[config.mk]
export PLATFORM = sky130hd
export DESIGN_NAME = irsp_ram
export DESIGN_NICKNAME = d
export VERILOG_FILES = /design/src/rtl/intra_reference_sample_prepare_assert.svh /design/src/rtl/irsp_ram.sv
export SDC_FILE = /design/constraint.sdc
export NUM_CORES = 2
export LEC_CHECK = 0
export ABC_AREA = 0
export BUFFER_PORTS_ARGS = -buffer_cell sky130_fd_sc_hd__buf_2
export CAP_MARGIN = 10
export CORE_AREA = 2 2 404 406
export DETAILED_ROUTE_END_ITERATION = 10
export DIE_AREA = 0 0 406 408
export PLACE_DENSITY = 0.65
export SETUP_SLACK_MARGIN = 0.15
export SLEW_MARGIN = 20
export SYNTH_ARGS = -nofsm -noshare
export SYNTH_HDL_FRONTEND = slang
export SYNTH_SLANG_ARGS = --single-unit
[constraint.sdc]
create_clock -name clk -period 2.4 [get_ports clk]
set_input_delay 0 -clock clk [delete_from_list [all_inputs] [get_ports clk]]
set_output_delay 0 -clock clk [all_outputs]
set_load 0.02 [all_outputs]
[src/rtl/intra_reference_sample_prepare_assert.svh]
// Assertion macros for the intra reference sample preparation block
`ifndef INTRA_REFERENCE_SAMPLE_PREPARE_ASSERT_SVH
`define INTRA_REFERENCE_SAMPLE_PREPARE_ASSERT_SVH
// Implication checked every clock edge outside reset
`define IRSP_ASSERT_IMP(label, clk, rst_n, ante, cons) \
  label: assert property (@(posedge clk) disable iff (!rst_n) (ante) |-> (cons)) \
    else $error("irsp check failed");
// Implication checked in the cycle after the antecedent
`define IRSP_ASSERT_NEXT(label, clk, rst_n, ante, cons) \
  label: assert property (@(posedge clk) disable iff (!rst_n) (ante) |=> (cons)) \
    else $error("irsp check failed");
`endif

[src/rtl/irsp_ram.sv]
// Generic single-port-write, single-port-read RAM with registered read
`timescale 1ns / 1ps
`default_nettype none
module irsp_ram #(
  parameter int WIDTH = 16,
  parameter int DEPTH = 129
) (
  input  wire logic                     clk,
  input  wire logic                     wr_en,
  input  wire logic [$clog2(DEPTH)-1:0] wr_addr,
  input  wire logic [WIDTH-1:0]         wr_data,
  input  wire logic [$clog2(DEPTH)-1:0] rd_addr,
  output logic      [WIDTH-1:0]         rd_data
);
  logic [WIDTH-1:0] mem [DEPTH];

  // write and registered read
  always_ff @(posedge clk) begin
    if (wr_en) begin
      mem[wr_addr] <= wr_data;
    end
    rd_data <= mem[rd_addr];
  end
endmodule
`default_nettype wire

# Yosys cells after proc, flatten, opt, wreduce, memory -nomap -nowiden
# Memory sizes are Yosys's and may differ from the RTL's. A register that Yosys moved wholly into a read port is not among the register bits.
# Cells that the tools add are included.
dict set report totals {
  n_memories 1
  output_inout_bits 16
  inputBits 34
  regBits 0
  wordCells 3
  mem_bits_rw 2064
}
dict set report classes {
  n_mux 2
}
# name words word_bits read_ports rd_clocked_by_memory_dff wr line
set memory_table {}
lappend memory_table {mem 129 16 1 1 1 irsp_ram.sv:15} ;# logic [WIDTH-1:0] mem [DEPTH];
# operator count
set op_table {}
lappend op_table {{1-bit two-way mux} 2}

# Logic depth before layout (Yosys ltp)
dict set report logic_depth {
  word_depth 2
  mapped_depth 12
  depth_no_buf 6
}

# Least setup slack after synthesis
# No wires, ideal clock.
dict set report synth_timing {
  kind {input to register}
  start {input port wr_addr[0]}
  end {memory mem[13][0], enable pin}
  arrival_ps 1595
  n_path_buf 2
  stages 5
  required_ps 2012
  setup_ps 388
  slack_ps 416
  path_cell_list {clkbuf_1 > nor2b_1 > clkbuf_1 > nand4_1 > nor2_1}
}
# element line
set synth_lines {}
lappend synth_lines {{from (decl)} irsp_ram.sv:10} ;# input wire logic [$clog2(DEPTH)-1:0] wr_addr,
lappend synth_lines {{to (decl)} irsp_ram.sv:15}
# Straight into the memory's write port.

==> impl_metrics.toml <==
[floorplanning]
rows = 148
io_pins = 50
die_x_um = 406
die_height_um = 408
initial_utilization = 0.497
core_area_sq_um = 162000
dieArea_sq_um = 166000

[clock_network]
h-tree-depth = 4
post_cts_buffers = 0
cts_tree = "built"
clk_latency_ns = 0.85
cts_made_buffers = 200
cts_root_buffer = "clkbuf_16"
clk_pin_slew_ns = 0.06
clock_path_buffers = 3
cts.sinks = 2080

[placed_design]
placed_area_sq_um = 86500
routabilityCongestion = 0.877
io_buffers = 49
hpwl_um = 127000

[worst_setup_path]
worstPathRequired_ns = 3.16
crit_chain = "dlygate4sd3_1 -> buf_2 -> and2_1 -> nand2b_1 -> buf_4 -> a211oi_1 -> nor3_1 -> o21ai_0 -> buf_4 -> o211ai_1"
path_class = "input port to flop"
worstSetupStartpointType = "input port"
crit_path_start = "rd_addr[4]"
slowest_stage = "dlygate4sd3_1"
worst_ep_arrival_time_ns = 3.04
end_kind = "flop"
r2r-start = "mem[43][12]$_DFFE_PP_"
cpPeakStageDelay_ns = 0.53
cpMostUsedCell = "buf_4"
critical_path_peak_fanout = 8

[timing]
maxSlewViolCount = 0
rsz0062_at_grt = "no"
setup-violations-final = 0
fin_crit_ns = 2.28
timing.final.crit_share = 0.951
slew_headroom = 0.425
fmax_mhz = 438
hold_violations = 0
finClkSkew_ns = 0.0426
worst_pin_slew_ns = 0.862

[power_and_ir_drop]
ir_worst_vdd_v = 0.000664
leakagePower_nw = 30.6
p_per_area_nw_per_um2 = 802

[synthesis]
seq_area_frac_synth = 0.775
synth-seq-cells = 2080
avgSynthCellArea_sq_um = 20.4
yosysWarnings = 0
ys_async_sr_fraction = 0
synth_edf_count = 2064
syn_nets = 3976
synth.distinct_cells = 41
synthCells = 3942
synth_area_sq_um = 80400
synth_flop_cell = "edfxtp_1"

[routing]
wire_per_inst_um = 30.1
drc_errors = 0
vias = 41169
vias_per_cell = 6.08
wl_um = 204000
ant_nets = 0
drtPass1Iterations = 6
drt_iter0_markers = 5042

[global_routing]
grtUsageMet3 = 0.0542
met1_usage = 0.373
grt_pass1_vias = 40148
grt.busiest_layer = "met1"
grt_overflow_total = 0
grt_max_degree = 130
grt_pass1_wl_um = 292000
grt.met2_usage = 0.368
antenna_found_initial = 11
grt.total_usage = 0.248

[min_path]
hp-class = "input port to flop"
hold_start = "rd_addr[5]"

[flow_run]
max_cap_viol_count = 0

[layout]
multi_input_area_sq_um = 16900
drive_gt1_frac = 0.260
nFillCells = 11770
areaGrowthSynthToFinish_pct = 15.9
layout.nets = 4468
finish.utilization = 0.576
regArea_sq_um = 62300
design_area_sq_um = 93200

[run_status]
status = "finished clean"
[timing repair]
action                                  in CTS  in global routing
hold buffers                                29                  0
hold endpoints to repair                  1980                  0
resized for setup                            5                  8
pin swaps                                    1                  3
endpoints found under the setup margin       3                 66
[worst max-delay path, delay by kind of cell]
kind	cells	cell delay (ns)
AOI/OAI and AO/OA	3	0.58
buffers and inverters	4	1.21
and+or+nand+nor	3	1.24
[sequential cells by signal, indices dropped and copies added (netlist names)]
signal	flops
mem	2064
rd_data	16
[metal layers]
metal | part of all wire | vias to the layer above
li1 | - | 17298
met1 | 0.42 | 21636
met2 | 0.46 | 1947
met3 | 0.098 | 282
met4 | 0.028 | 6
met5 | 0.00038 | -
[through the flow]
step | hold WS (ns) | TNS (ns) | power [mW] | std cells | worst slack [ns]
2_1_floorplan | 0.0989 | 0 | 42.8 | 3942 | 0.416
3_3_place_gp | 0.275 | -1.69 | 45.0 | 6378 | -0.282
3_5_place_dp | 0.269 | -1.92 | 45.0 | 6378 | -0.322
4_1_cts | 0.0294 | 0 | 75.1 | 6765 | 0.162
5_1_grt | 0.117 | 0 | 76.7 | 6767 | 0.157
6_report | 0.0989 | 0 | 74.7 | 6771 | 0.118
[power breakdown]
group	internal, mW	switching [mW]	total [mW]
combinational	1.60	2.59	4.19
sequential	40.0	0.0958	40.1
clock	17.2	13.2	30.4
[cells in the mapped netlist (2+ instances only)]
master / n / share of area
and2_1: 2 / 0.00016
buf_6: 20 / 0.0028
inv_1: 3 / 0.00014
edfxtp_1: 2064 / 0.77
a221o_1: 15 / 0.0019
a211oi_1: 49 / 0.0046
nand2b_1: 6 / 0.00047
nor4_1: 16 / 0.0012
or2_2: 3 / 0.00023
dfxtp_1: 16 / 0.0040
mux2i_1: 411 / 0.051
buf_1: 15 / 0.00070
a21oi_1: 67 / 0.0042
a22oi_1: 42 / 0.0039
buf_4: 51 / 0.0048
buf_2: 36 / 0.0022
nand2_1: 53 / 0.0025
nor3_1: 66 / 0.0041
nor2b_1: 44 / 0.0034
mux4_2: 324 / 0.091
o211ai_1: 29 / 0.0027
nor2_1: 204 / 0.0095
o21ai_0: 15 / 0.00093
mux2_2: 63 / 0.0088
o221ai_1: 23 / 0.0025
a22o_1: 6 / 0.00065
or3_1: 8 / 0.00062
nand3_1: 23 / 0.0014
o22ai_1: 111 / 0.0086
clkbuf_1: 112 / 0.0052
o311ai_0: 2 / 0.00022
nand4_1: 7 / 0.00054
o41ai_1: 16 / 0.0017
a31oi_1: 13 / 0.0010
[cell usage in the layout, fill, tap and decap left out, types with 8 or more instances in the layout]
master / count
a211oi_1: 48
a21oi_1: 67
a221o_1: 15
a22oi_1: 41
a31oi_1: 13
buf_12: 75
buf_2: 29
buf_4: 387
bufinv_16: 16
clkbuf_1: 56
clkbuf_16: 202
clkinv_1: 33
clkinv_2: 33
dfxtp_1: 16
dlygate4sd3_1: 29
edfxtp_1: 2064
mux2_2: 62
mux2i_1: 411
mux4_2: 324
nand2_1: 51
nand3_1: 23
nor2_1: 179
nor2_2: 25
nor2b_1: 41
nor3_1: 63
nor4_1: 15
o211ai_1: 29
o21ai_0: 15
o221ai_1: 22
o22ai_1: 111
o41ai_1: 16
or3_1: 8
[kinds of logic after synthesis]
logic type      share of synthesized area
flops                               0.775
compound gates                     0.0335
buf+inv                            0.0159
simple gates                       0.0244
mux                                 0.151
[path summary, 6_finish.rpt]
kind,to,slack [ns],depth (start not counted)
max,rd_data[10]$_DFF_P_,0.12,10
min,rd_data[12]$_DFF_P_,0.1,6
max reg2reg,rd_data[12]$_DFF_P_,0.18,7
min reg2reg,rd_data[8]$_DFF_P_,0.47,2
[area by class of cell]
class,count,share of cell area
flip-flops and latches,2080,0.669
repair buffers,524,0.0526
well taps,2175,0.0292
clock buffers,258,0.0565
diodes,6,0.000161
multi-input cells,1625,0.182
clock inverters,100,0.0111
inverters,3,0.000121
(Power assumes the default switching activity.)
